$ cat src/c8exu_pkg.sv
// Shared constants and types for the CHIP-8 execute unit.
package c8exu_pkg;

  localparam int unsigned StackDepthDef = 16;
  localparam logic [11:0] FontBaseRst  = 12'd80;
  localparam logic [11:0] PcRst        = 12'd512;

  // Result status codes
  localparam logic [1:0] StOk        = 2'd0;
  localparam logic [1:0] StUnsup     = 2'd1;
  localparam logic [1:0] StOverflow  = 2'd2;
  localparam logic [1:0] StUnderflow = 2'd3;

  // Timer select codes
  localparam logic [1:0] TmNone  = 2'd0;
  localparam logic [1:0] TmDelay = 2'd1;
  localparam logic [1:0] TmSound = 2'd2;

  // One result item
  typedef struct packed {
    logic       last;
    logic [1:0] status;
    logic [7:0] timer_value;
    logic [1:0] timer_select;
    logic [7:0] write_data;
    logic [15:0] write_addr;
    logic       write_valid;
    logic [15:0] index_value;
    logic [11:0] next_pc;
  } c8exu_res_t;

endpackage

$ cat src/chip8_register_execute_unit_top.sv
// CHIP-8 execute unit: register file, stack and a shared 8-bit ALU sequencer.
//
// Usage:
//  - s_axis carries one request: tdata = {delay_value, rnd_value, opcode},
//    opcode in bits 15:0. The unit is busy until all results of it are taken.
//  - m_axis gives one or more results; tlast marks the final one.
//  - cfg_we_i / cfg_wdata_i load font_base (address of the digit-0 sprite).
// Sequencing:
//  - A plain instruction runs S_EXEC, where decode, register read, one ALU
//    pass and write-back happen in the same cycle; its result is registered.
//    8xy4..8xy7 and 8xyE pass through S_FLAG to write VF.
//  - Fx33 runs the shared subtractor as a digit divider (S_BCD), then gives
//    three writes on back-to-back cycles while the receiver does not stall;
//    Fx55 gives x+1 writes, each fetched in S_STORE, then presented in S_OUT.
//  - The next request is taken in the cycle after the last result is taken,
//    so a new request is never taken before the last one is done.
// Reset puts V0..VF and I to zero, PC to 512, the stack empty, font_base 80.
// When the receiver stalls, the held result stays on m_axis and the unit waits.
module chip8_register_execute_unit_top
  import c8exu_pkg::*;
#(
  parameter int unsigned STACK_DEPTH = StackDepthDef
) (
  input  logic        clk_i,
  input  logic        rst_ni,
  input  logic        cfg_we_i,
  input  logic [11:0] cfg_wdata_i,
  input  logic        s_axis_tvalid,
  output logic        s_axis_tready,
  // opcode[15:0], rnd_value[23:16], delay_value[31:24]
  input  logic [31:0] s_axis_tdata,
  output logic        m_axis_tvalid,
  input  logic        m_axis_tready,
  // next_pc[11:0], index_value[27:12], write_valid[28], write_addr[44:29],
  // write_data[52:45], timer_select[54:53], timer_value[62:55], status[64:63]
  output logic [71:0] m_axis_tdata,
  output logic        m_axis_tlast
);

  localparam int unsigned SpW = (STACK_DEPTH > 1) ? $clog2(STACK_DEPTH) : 1;
  localparam int unsigned LvW = $clog2(STACK_DEPTH + 1);

  typedef enum logic [2:0] {
    S_IDLE, S_EXEC, S_FLAG, S_BCD, S_STORE, S_OUT
  } state_e;

  state_e      state_q;
  logic [15:0] op_q;
  logic [7:0]  rnd_q, dly_q;
  logic [11:0] font_q;
  logic [7:0]  vregs_q [16];
  logic [15:0] idx_q;
  logic [11:0] pc_q;
  logic [11:0] stack_q [STACK_DEPTH];
  logic [LvW-1:0] lvl_q;
  logic        flag_q;
  logic [7:0]  rem_q;
  logic [3:0]  hund_q, tens_q;
  logic [1:0]  bcd_q;
  logic [3:0]  cnt_q;
  c8exu_res_t  res_q;

  logic [3:0] x, y, n;
  logic [7:0] kk, vx, vy;
  logic [11:0] nnn, npc;
  assign x   = op_q[11:8];
  assign y   = op_q[7:4];
  assign n   = op_q[3:0];
  assign kk  = op_q[7:0];
  assign nnn = op_q[11:0];
  assign vx  = vregs_q[x];
  assign vy  = vregs_q[y];
  assign npc = pc_q + 12'd2;

  // Shared ALU: one 9-bit adder with operand selection
  logic [7:0] alu_a, alu_b;
  logic       alu_sub;
  logic [8:0] alu_sum;
  always_comb begin
    alu_a = vx;
    alu_b = vy;
    alu_sub = 1'b0;
    if (state_q == S_BCD) begin
      alu_a = rem_q;
      alu_b = (bcd_q == 2'd0) ? 8'd100 : 8'd10;
      alu_sub = 1'b1;
    end else begin
      case (op_q[15:12])
        4'h7: alu_b = kk;
        4'h8: begin
          if (n == 4'h5) alu_sub = 1'b1;
          if (n == 4'h7) begin
            alu_a = vy;
            alu_b = vx;
            alu_sub = 1'b1;
          end
        end
        default: ;
      endcase
    end
    alu_sum = alu_sub ? ({1'b0, alu_a} + {1'b0, ~alu_b} + 9'd1)
                      : ({1'b0, alu_a} + {1'b0, alu_b});
  end

  assign s_axis_tready = (state_q == S_IDLE);
  assign m_axis_tvalid = (state_q == S_OUT);
  assign m_axis_tlast  = res_q.last;
  assign m_axis_tdata  = {7'd0, res_q.status, res_q.timer_value, res_q.timer_select,
                          res_q.write_data, res_q.write_addr, res_q.write_valid,
                          res_q.index_value, res_q.next_pc};

  function automatic c8exu_res_t mk_res(input logic [11:0] pc, input logic [15:0] idx,
                                        input logic [1:0] st);
    c8exu_res_t r;
    r = '0;
    r.next_pc = pc;
    r.index_value = idx;
    r.status = st;
    r.last = 1'b1;
    return r;
  endfunction

  // Call stack storage
  always_ff @(posedge clk_i) begin
    if (state_q == S_EXEC && op_q[15:12] == 4'h2 && lvl_q < LvW'(STACK_DEPTH)) begin
      stack_q[lvl_q[SpW-1:0]] <= npc;
    end
  end

  // Sequencer, register file and result register
  always_ff @(posedge clk_i or negedge rst_ni) begin
    if (!rst_ni) begin
      state_q <= S_IDLE;
      font_q  <= FontBaseRst;
      pc_q    <= PcRst;
      idx_q   <= '0;
      lvl_q   <= '0;
      for (int i = 0; i < 16; i++) vregs_q[i] <= '0;
    end else begin
      if (cfg_we_i) font_q <= cfg_wdata_i;
      case (state_q)
        S_IDLE: begin
          if (s_axis_tvalid) begin
            op_q  <= s_axis_tdata[15:0];
            rnd_q <= s_axis_tdata[23:16];
            dly_q <= s_axis_tdata[31:24];
            state_q <= S_EXEC;
          end
        end
        S_EXEC: begin
          c8exu_res_t res_n;
          state_e     state_n;
          res_n = mk_res(pc_q, idx_q, StUnsup);
          state_n = S_OUT;
          case (op_q[15:12])
            4'h0: begin
              if (op_q != 16'h00EE) res_n = mk_res(pc_q, idx_q, StUnsup);
              else if (lvl_q == '0) res_n = mk_res(pc_q, idx_q, StUnderflow);
              else begin
                lvl_q <= lvl_q - 1'b1;
                pc_q  <= stack_q[SpW'(lvl_q - 1'b1)];
                res_n = mk_res(stack_q[SpW'(lvl_q - 1'b1)], idx_q, StOk);
              end
            end
            4'h1: begin
              pc_q <= nnn;
              res_n = mk_res(nnn, idx_q, StOk);
            end
            4'h2: begin
              if (lvl_q >= LvW'(STACK_DEPTH)) res_n = mk_res(pc_q, idx_q, StOverflow);
              else begin
                lvl_q <= lvl_q + 1'b1;
                pc_q  <= nnn;
                res_n = mk_res(nnn, idx_q, StOk);
              end
            end
            4'h3, 4'h4, 4'h5, 4'h9: begin
              if ((op_q[15:12] == 4'h5 || op_q[15:12] == 4'h9) && n != 4'h0) begin
                res_n = mk_res(pc_q, idx_q, StUnsup);
              end else begin
                logic eq;
                eq = (op_q[15:12] == 4'h3 || op_q[15:12] == 4'h4) ? (vx == kk) : (vx == vy);
                if (eq ^ (op_q[15:12] == 4'h4 || op_q[15:12] == 4'h9)) begin
                  pc_q <= npc + 12'd2;
                  res_n = mk_res(npc + 12'd2, idx_q, StOk);
                end else begin
                  pc_q <= npc;
                  res_n = mk_res(npc, idx_q, StOk);
                end
              end
            end
            4'h6, 4'h7, 4'hC: begin
              vregs_q[x] <= (op_q[15:12] == 4'h6) ? kk :
                            (op_q[15:12] == 4'h7) ? alu_sum[7:0] : (rnd_q & kk);
              pc_q <= npc;
              res_n = mk_res(npc, idx_q, StOk);
            end
            4'h8: begin
              if (n inside {[4'h0:4'h7], 4'hE}) begin
                pc_q <= npc;
                res_n = mk_res(npc, idx_q, StOk);
                case (n)
                  4'h0: vregs_q[x] <= vy;
                  4'h1: vregs_q[x] <= vx | vy;
                  4'h2: vregs_q[x] <= vx & vy;
                  4'h3: vregs_q[x] <= vx ^ vy;
                  4'h4: begin
                    vregs_q[x] <= alu_sum[7:0];
                    flag_q <= alu_sum[8];
                  end
                  4'h5, 4'h7: begin
                    vregs_q[x] <= alu_sum[7:0];
                    flag_q <= alu_sum[8] && (alu_sum[7:0] != 8'd0);
                  end
                  4'h6: begin
                    vregs_q[x] <= {1'b0, vx[7:1]};
                    flag_q <= vx[0];
                  end
                  default: begin
                    vregs_q[x] <= {vx[6:0], 1'b0};
                    flag_q <= vx[7];
                  end
                endcase
                if (n inside {[4'h4:4'h7], 4'hE}) state_n = S_FLAG;
              end
            end
            4'hA: begin
              idx_q <= {4'd0, nnn};
              pc_q <= npc;
              res_n = mk_res(npc, {4'd0, nnn}, StOk);
            end
            4'hB: begin
              pc_q <= nnn + {4'd0, vregs_q[0]};
              res_n = mk_res(nnn + {4'd0, vregs_q[0]}, idx_q, StOk);
            end
            4'hF: begin
              case (kk)
                8'h07: begin
                  vregs_q[x] <= dly_q;
                  pc_q <= npc;
                  res_n = mk_res(npc, idx_q, StOk);
                end
                8'h15, 8'h18: begin
                  c8exu_res_t r;
                  r = mk_res(npc, idx_q, StOk);
                  r.timer_select = (kk == 8'h15) ? TmDelay : TmSound;
                  r.timer_value = vx;
                  pc_q <= npc;
                  res_n = r;
                end
                8'h1E: begin
                  idx_q <= idx_q + {8'd0, vx};
                  pc_q <= npc;
                  res_n = mk_res(npc, idx_q + {8'd0, vx}, StOk);
                end
                8'h29: begin
                  logic [15:0] a;
                  a = {4'd0, font_q} + {12'd0, vx[3:0]} + {10'd0, vx[3:0], 2'd0};
                  idx_q <= a;
                  pc_q <= npc;
                  res_n = mk_res(npc, a, StOk);
                end
                8'h33: begin
                  pc_q <= npc;
                  rem_q <= vx;
                  hund_q <= '0;
                  tens_q <= '0;
                  bcd_q <= 2'd0;
                  state_n = S_BCD;
                end
                8'h55: begin
                  pc_q <= npc;
                  cnt_q <= '0;
                  state_n = S_STORE;
                end
                default: ;
              endcase
            end
            default: ;
          endcase
          res_q <= res_n;
          state_q <= state_n;
        end
        S_FLAG: begin
          vregs_q[15] <= {7'd0, flag_q};
          state_q <= S_OUT;
        end
        S_BCD: begin
          // Repeated subtraction: hundreds, then tens, then emit digits
          if (bcd_q == 2'd2) begin
            c8exu_res_t r;
            r = mk_res(pc_q, idx_q, StOk);
            r.write_valid = 1'b1;
            r.last = 1'b0;
            r.write_addr = idx_q;
            r.write_data = {4'd0, hund_q};
            res_q <= r;
            cnt_q <= '0;
            state_q <= S_OUT;
          end else if (!alu_sum[8]) begin
            bcd_q <= bcd_q + 2'd1;
          end else begin
            rem_q <= alu_sum[7:0];
            if (bcd_q == 2'd0) hund_q <= hund_q + 4'd1;
            else tens_q <= tens_q + 4'd1;
          end
        end
        S_STORE: begin
          c8exu_res_t r;
          r = mk_res(pc_q, idx_q, StOk);
          r.write_valid = 1'b1;
          r.write_addr = idx_q + {12'd0, cnt_q};
          r.write_data = vregs_q[cnt_q];
          r.last = (cnt_q == x);
          res_q <= r;
          state_q <= S_OUT;
        end
        S_OUT: begin
          if (m_axis_tready) begin
            if (res_q.last) state_q <= S_IDLE;
            else if (op_q[7:0] == 8'h55) begin
              cnt_q <= cnt_q + 4'd1;
              state_q <= S_STORE;
            end else begin
              // Next BCD digit
              cnt_q <= cnt_q + 4'd1;
              res_q.write_addr <= idx_q + {12'd0, cnt_q + 4'd1};
              res_q.write_data <= (cnt_q == 4'd0) ? {4'd0, tens_q} : rem_q;
              res_q.last <= (cnt_q == 4'd1);
            end
          end
        end
        default: state_q <= S_IDLE;
      endcase
    end
  end

endmodule

$ cat config.mk
export PLATFORM = sky130hd
export DESIGN_NAME = chip8_register_execute_unit_top
export DESIGN_NICKNAME = d
export VERILOG_FILES = /design/src/c8exu_pkg.sv /design/src/chip8_register_execute_unit_top.sv
export SDC_FILE = /design/constraint.sdc
export NUM_CORES = 2
export LEC_CHECK = 0
export BUFFER_PORTS_ARGS = -buffer_cell sky130_fd_sc_hd__buf_2
export CELL_PAD_IN_SITES_DETAIL_PLACEMENT = 0
export CELL_PAD_IN_SITES_GLOBAL_PLACEMENT = 1
export CORE_MARGIN = 2
export CORE_UTILIZATION = 40
export DETAILED_ROUTE_END_ITERATION = 8
export PLACE_DENSITY = 0.66
export SYNTH_ARGS = -nofsm -noshare
export SYNTH_HDL_FRONTEND = slang
export SYNTH_SLANG_ARGS = --single-unit
$ cat constraint.sdc
create_clock -name clk_i -period 12.44 [get_ports clk_i]
set_input_delay 3.11 -clock clk_i [delete_from_list [all_inputs] [get_ports clk_i]]
set_output_delay 3.11 -clock clk_i [all_outputs]
set_load 0.01 [all_outputs]
=== Word level (Yosys, flattened, before mapping) ===
Memory sizes are Yosys's and may differ from the RTL's.
Index checks and enable logic that the tools add are counted.

* Register bits after elaboration: 297
* Bits in writable memories: 192
* Input bits: 49
* Output and inout bits: 75
* Word-level logic and storage cells: 308
* Memories kept: 1

* Add/subtract/negate cells: 17
* $lt $le $gt $ge: 9
* Equal/unequal tests: 64
* Multiplexer cells: 114
* Bitwise operators: 10
* Reductions and logical operators: 54

{| class="wikitable"
|+ Memories
! memory !! depth !! width !! rd ports !! clocked after memory_dff !! wr ports !! line !! RTL
|-
| stack_q || 16 || 12 || 1 || 0 || 1 || chip8_register_execute_unit_top.sv:54 || <nowiki>logic [11:0] stack_q [STACK_DEPTH];</nowiki>
|}

{| class="wikitable"
|+ Operators with widths
! kind !! number
|-
| bitwise mux 128 bit || 9
|-
| one-hot mux 128 bit (6 select lines) || 1
|-
| one-hot mux 65 bit (9 select lines) || 1
|-
| one-hot mux 128 bit (3 select lines) || 1
|-
| two-way mux 128 bit || 2
|-
| one-hot mux 64 bit (4 select lines) || 1
|-
| two-way mux 65 bit || 3
|-
| two-way mux 8 bit || 19
|-
| two-way mux 64 bit || 2
|-
| binary-select mux 8 bit (select 4 bit) || 3
|-
| two-way mux 12 bit || 8
|-
| one-hot mux 12 bit (8 select lines) || 1
|-
| one-hot mux 24 bit (4 select lines) || 1
|-
| one-hot mux 29 bit (3 select lines) || 1
|-
| two-way mux 24 bit || 3
|-
| two-way mux 66 bit || 1
|-
| one-hot mux 16 bit (2 select lines) || 2
|-
| two-way mux 4 bit || 13
|-
| one-hot mux 8 bit (2 select lines) || 3
|-
| one-hot mux 12 bit (3 select lines) || 1
|-
| adder 16 x 4 -> 16 bit || 2
|-
| demux 8 bit (select 4 bit) || 1
|-
| equality test 4 x 3 -> 1 bit, second input constant || 8
|-
| equality test 4 bit, second input constant || 7
|-
| 75 further kinds || 174
|}

=== Depth between registers and ports, before layout ===
* Depth in word-level cells: 16
* Gate-level depth with buffers: 25
* Depth with buffers taken out: 21

=== Least setup slack after synthesis ===
No wires, ideal clock.

* Path type: input-to-reg
* Start point: input port m_axis_tready
* End point: register res_q, in the netlist m_axis_tdata[29] (enable)
* Setup time: 0.420 ns
* Arrival time: 4.773 ns
* Required time: 12.020 ns
* Setup slack: 7.248 ns
* Stages: 3
* Cells stage by stage: inv_1 > or3_1 > a31oi_1

* Cells in the longest elaborated chain, start to end: 2

{| class="wikitable"
|+ RTL lines
! item !! line !! RTL
|-
| start: declaration || chip8_register_execute_unit_top.sv:33 || <nowiki>input logic m_axis_tready,</nowiki>
|-
| != test 2 x 1 -> 1 bit (no source line) || - ||
|-
| AND reduction 6 bit (no source line) || - ||
|-
| end signal: assignment || chip8_register_execute_unit_top.sv:281 || <nowiki>res_q <= res_n;</nowiki>
|-
| end signal: assignment || chip8_register_execute_unit_top.sv:297 || <nowiki>res_q <= r;</nowiki>
|-
| end signal: assignment || chip8_register_execute_unit_top.sv:315 || <nowiki>res_q <= r;</nowiki>
|-
| end: declaration || chip8_register_execute_unit_top.sv:61 || <nowiki>c8exu_res_t res_q;</nowiki>
|}

Every way passes these cells.
A chain may end at the register's enable or synchronous reset.

=== Final worst setup path ===
* Start point: register op_q[8]
* End point: register vregs_q[111] in the netlist's numbering

* Cells in the longest elaborated chain, start to end: 15
* Elaborated cells on any way between the ends: 38
* Those cells by class: 3 x add/sub; 2 x order compare; 27 x mux; 5 x bitwise; 1 x reduce/logical

{| class="wikitable"
|+ RTL lines
! item !! line !! RTL
|-
| start: declaration || chip8_register_execute_unit_top.sv:48 || <nowiki>logic [15:0] op_q;</nowiki>
|-
| start signal: assignment || chip8_register_execute_unit_top.sv:144 || <nowiki>op_q <= s_axis_tdata[15:0];</nowiki>
|-
| NOT 4 -> 5 bit * || - ||
|-
| binary-select mux 8 bit (select 4 bit) || chip8_register_execute_unit_top.sv:71 || <nowiki>assign vx = vregs_q[x];</nowiki>
|-
| two-way mux 8 bit (implied by the code) (2 in series) || chip8_register_execute_unit_top.sv:71 ||
|-
| two-way mux 8 bit || chip8_register_execute_unit_top.sv:92 || <nowiki>if (n == 4'h7) begin</nowiki>
|-
| one-hot mux 8 bit (2 select lines) || chip8_register_execute_unit_top.sv:88 || <nowiki>case (op_q[15:12])</nowiki>
|-
| two-way mux 8 bit || chip8_register_execute_unit_top.sv:83 || <nowiki>if (state_q == S_BCD) begin</nowiki>
|-
| NOT 8 bit || chip8_register_execute_unit_top.sv:101 || <nowiki>alu_sum = alu_sub ? ({1'b0, alu_a} + {1'b0, ~alu_b} + 9'd1)</nowiki>
|-
| adder 8 x 8 -> 9 bit || chip8_register_execute_unit_top.sv:101 ||
|-
| adder 9 x 1 -> 9 bit || chip8_register_execute_unit_top.sv:101 ||
|-
| two-way mux 9 bit || chip8_register_execute_unit_top.sv:101 ||
|-
| bitwise mux 128 bit or two-way mux 8 bit (tied branches) || chip8_register_execute_unit_top.sv:208, chip8_register_execute_unit_top.sv:212, chip8_register_execute_unit_top.sv:194 ||
|-
| one-hot mux 128 bit (6 select lines) or two-way mux 8 bit (tied branches) || chip8_register_execute_unit_top.sv:202, chip8_register_execute_unit_top.sv:193 ||
|-
| two-way mux 128 bit or bitwise mux 128 bit (tied branches) || chip8_register_execute_unit_top.sv:199, chip8_register_execute_unit_top.sv:193 ||
|-
| one-hot mux 128 bit (3 select lines) * || chip8_register_execute_unit_top.sv:155 || <nowiki>case (op_q[15:12])</nowiki>
|-
| end signal: indexed assignment || chip8_register_execute_unit_top.sv:203 || <nowiki>4'h0: vregs_q[x] <= vy;</nowiki>
|-
| end signal: indexed assignment || chip8_register_execute_unit_top.sv:208 || <nowiki>vregs_q[x] <= alu_sum[7:0];</nowiki>
|-
| end signal: indexed assignment || chip8_register_execute_unit_top.sv:212 || <nowiki>vregs_q[x] <= alu_sum[7:0];</nowiki>
|-
| end: declaration || chip8_register_execute_unit_top.sv:51 || <nowiki>logic [7:0] vregs_q [16];</nowiki>
|}

Mark *: on every way between the ends. The rest lies on a longest branch, timed or not. The select of a mux whose other input is x is not followed.

==> impl_metrics.json <==
{
  "clock_tree_from_tritoncts": "done",
  "grt_pass1_vias": 31400,
  "power.leakage_nw": 13.9,
  "placement_rows": 107,
  "final.fill_count": 8239,
  "globalRouteTotalUtil_pct": 35.4,
  "total_vias_in_the_final_route": 33500,
  "chipHeight_microns": 298,
  "placeableCoreArea_sq_um": 85400,
  "synth-compound-area-share_pct": 23.6,
  "timing.slew.headroom_pct": 0.874,
  "dominant_combinational_cell_family_by_area_after_synthesis": "compound AO/OA/AOI/OAI gates",
  "gate_count_of_the_mapped_netlist": 3689,
  "p_total_mw": 6.89,
  "fin_crit_ps": 7050,
  "synth.lib_cells_used.distinct": 91,
  "final_hold_viol_count": 0,
  "finalHoldWorstSlack_ps": 525,
  "maximum_fanout_along_the_worst_path": 28,
  "final_antenna_net_count": 0,
  "cts_root_buffer": "clkbuf_16",
  "worst-setup-path-type": "register to register",
  "synth_xor_area_share_pct": 1.94,
  "layout-drive-gt1-share_pct": 15.3,
  "layout_worst_path_cycle_share_pct": 56.7,
  "post_drt_wl_per_cell_microns": 33.1,
  "post_synth_instance_area_sq_um": 34600,
  "finalMaxSlewViolations": 0,
  "synth_edf_count": 313,
  "worst_hold_path_type": "register to register",
  "clockBufferDepth": 3,
  "maximum_number_of_pins_on_one_net_before_global_route_repair": 122,
  "place_congestion": 1.00,
  "ys_async_sr_fraction_pct": 36.0,
  "startpoint_type": "register",
  "timing.fmax_ghz": 0.142,
  "buffer_ports.inserted": 116,
  "cp_data_required_time_ps": 12920,
  "yosys.area_share.adder_pct": 3.22,
  "crit_path_start": "op_q[8]$_DFFE_PP_",
  "timing.hold.worst.start": "font_q[5]$_DFFE_PN0P_",
  "timing_worst_slew_pin_value_ps": 1480,
  "area_growth_synth_to_finish_pct": 10.9,
  "synth_flop_cell": "edfxtp_1",
  "r2r_start": "op_q[8]$_DFFE_PP_",
  "hold_buffers": 0,
  "rsz_0062_raised_after_global_routing": "false",
  "fin_worst_skew_ps": 59.0,
  "io_pins": 124,
  "cap_viol_max_count": 1,
  "drc": 0,
  "outcome": "finished, violations left",
  "detailed_place_hpwl_microns": 111000,
  "tritoncts_num_sinks": 489,
  "synth.area.mux_share_pct": 13.0,
  "fin_setup_tns_ps": 0,
  "start_util_pct": 40.5,
  "synth.avg_cell_area_sq_um": 9.37,
  "nets": 3806,
  "vias_per_cell": 6.89,
  "gr-total-overflow": 0,
  "post_cts_resized": 0,
  "synth-seq-area-share_pct": 40.0,
  "drtPass1Iterations": 9,
  "synth-seq-cells": 489,
  "power-per-cell-area_nw_per_um2": 180,
  "critPathCaptureType": "register",
  "power.ir.vdd_worst_v": 0.000134,
  "grt_first_pass_wirelength_microns": 230000,
  "route.final.wire_length_microns": 161000,
  "htree_levels": 2,
  "die-width_microns": 298,
  "detail_route.iter0.violations": 5012,
  "grt_antenna_before_repair": 10,
  "cts_inserted_buffers": 57,
  "post_synth_and_or_nand_nor_area_fraction_pct": 13.5,
  "setup-violations-final": 0,
  "clk_pin_slew_worst_paths_ps": 60,
  "timing.critical_path.arrival_ps": 7520,
  "failed_checks": "capacitance limit",
  "die-area_sq_um": 88800,
  "post_cts.repair.setup_buffers": 0,
  "synth_warnings": 0,
  "worst_skew_pair.late_latency_ps": 710
}
-- per-stage QoR --
| step | setup slack [ps] | cell area, sq um | utilization (%) | std cells |
|---|---|---|---|---|
| after floorplan | 7250 | 34600 | - | 3695 |
| after global placement | 5790 | 36400 | 42.6 | 4758 |
| after detailed placement | 5550 | 36400 | 42.6 | 4758 |
| after CTS | 5560 | 38300 | 44.8 | 4865 |
| after global routing | 5210 | 38300 | 44.8 | 4865 |
| final | 5390 | 38300 | 44.8 | 4866 |
-- kinds of logic after synthesis --
kind of cell / Yosys count
flops: 489
xor+xnor: 74
simple gates: 1045
compound gates: 1339
fa+ha+maj: 84
other cells: 1
buf+inv: 408
mux: 249
-- placed cells by master (no fill, tap or decap), drive strengths merged, types with 66 or more instances in the layout --
master and instances:
a21oi 328, a31oi 79, buf 239, clkbuf 73
dfrtp 173, edfxtp 313, ha 76, inv 87
mux2i 73, mux4 157, nand2 422, nand3 94
nor2 289, o21ai 483, o22ai 66
-- Yosys cell counts (66+ instances only) --
master,n,area share [%]
o21ai_0,460,6.7
nand2_1,422,4.6
a21oi_1,328,4.8
edfxtp_1,313,27
nor2_1,289,3.1
clkbuf_1,274,3.0
dfrtp_1,173,13
mux4_2,151,9.8
nand3_1,94,1.4
inv_1,82,0.89
a31oi_1,79,1.4
ha_1,76,2.8
mux2i_1,73,2.1
o22ai_1,66,1.2
-- report_power, final --
part / internal (mW) / leakage (nW) / switching (mW)
combinational: 1.03 / 7.73 / 1.66
sequential: 2.11 / 5.22 / 0.352
clock: 0.978 / 0.914 / 0.759
total: 4.12 / 13.9 / 2.77
-- critical path, stage by stage, from the launching register on --
cell	delay [ps]
edfxtp_1	320
buf_4	450
buf_4	570
mux4_1	640
mux4_2	840
nand2_1	170
a31oi_1	220
ha_1	360
a21oi_1	160
o21bai_1	100
a21oi_1	230
o21ai_0	170
a21o_1	230
a32o_1	290
nor2_1	280
mux2i_1	420
a221oi_1	1090
o311ai_0	270
-- layer usage --
metal	wire (microns)	track usage [%]	up-vias
met5	57	0	-
met3	18600	8.57	482
li1	-	-	14000
met4	9870	18.7	10
met2	67800	51.3	2404
met1	64800	48.9	16700
-- area by class of cell --
cell class / instances / area [sq um] / area share (%)
tap: 1144 / 1430 / 3.74
antenna: 1 / 2.50 / 0.00653
timing repair buffer: 240 / 1550 / 4.03
inverter: 87 / 327 / 0.853
clock buffer: 72 / 1520 / 3.98
multi-input combinational: 2798 / 19300 / 50.3
sequential: 489 / 13800 / 36.1
clock inverter: 35 / 392 / 1.02
-- final timing paths --
| check | to | slack [ps] | cells past startpoint |
|---|---|---|---|
| min reg2reg | font_q[5]$_DFFE_PN0P_ | 520 | 1 |
| max reg2reg | vregs_q[111]$_DFFE_PN0P_ | 5390 | 17 |
| max in group asynchronous | lvl_q[0]$_DFFE_PN0P_ | 8590 | 2 |
| min | font_q[5]$_DFFE_PN0P_ | 520 | 1 |
| max | vregs_q[111]$_DFFE_PN0P_ | 5390 | 17 |
| min in group asynchronous | vregs_q[71]$_DFFE_PN0P_ | 2400 | 1 |
-- flip-flops by register name, summed over array words and instances, names as in the netlist, 12 cells and up --
signal / flops
pc_q: 12
font_q: 12
m_axis_tdata: 65
op_q: 16
vregs_q: 128
stack_q: 192
idx_q: 16
Power figures use the tool's default switching activity.
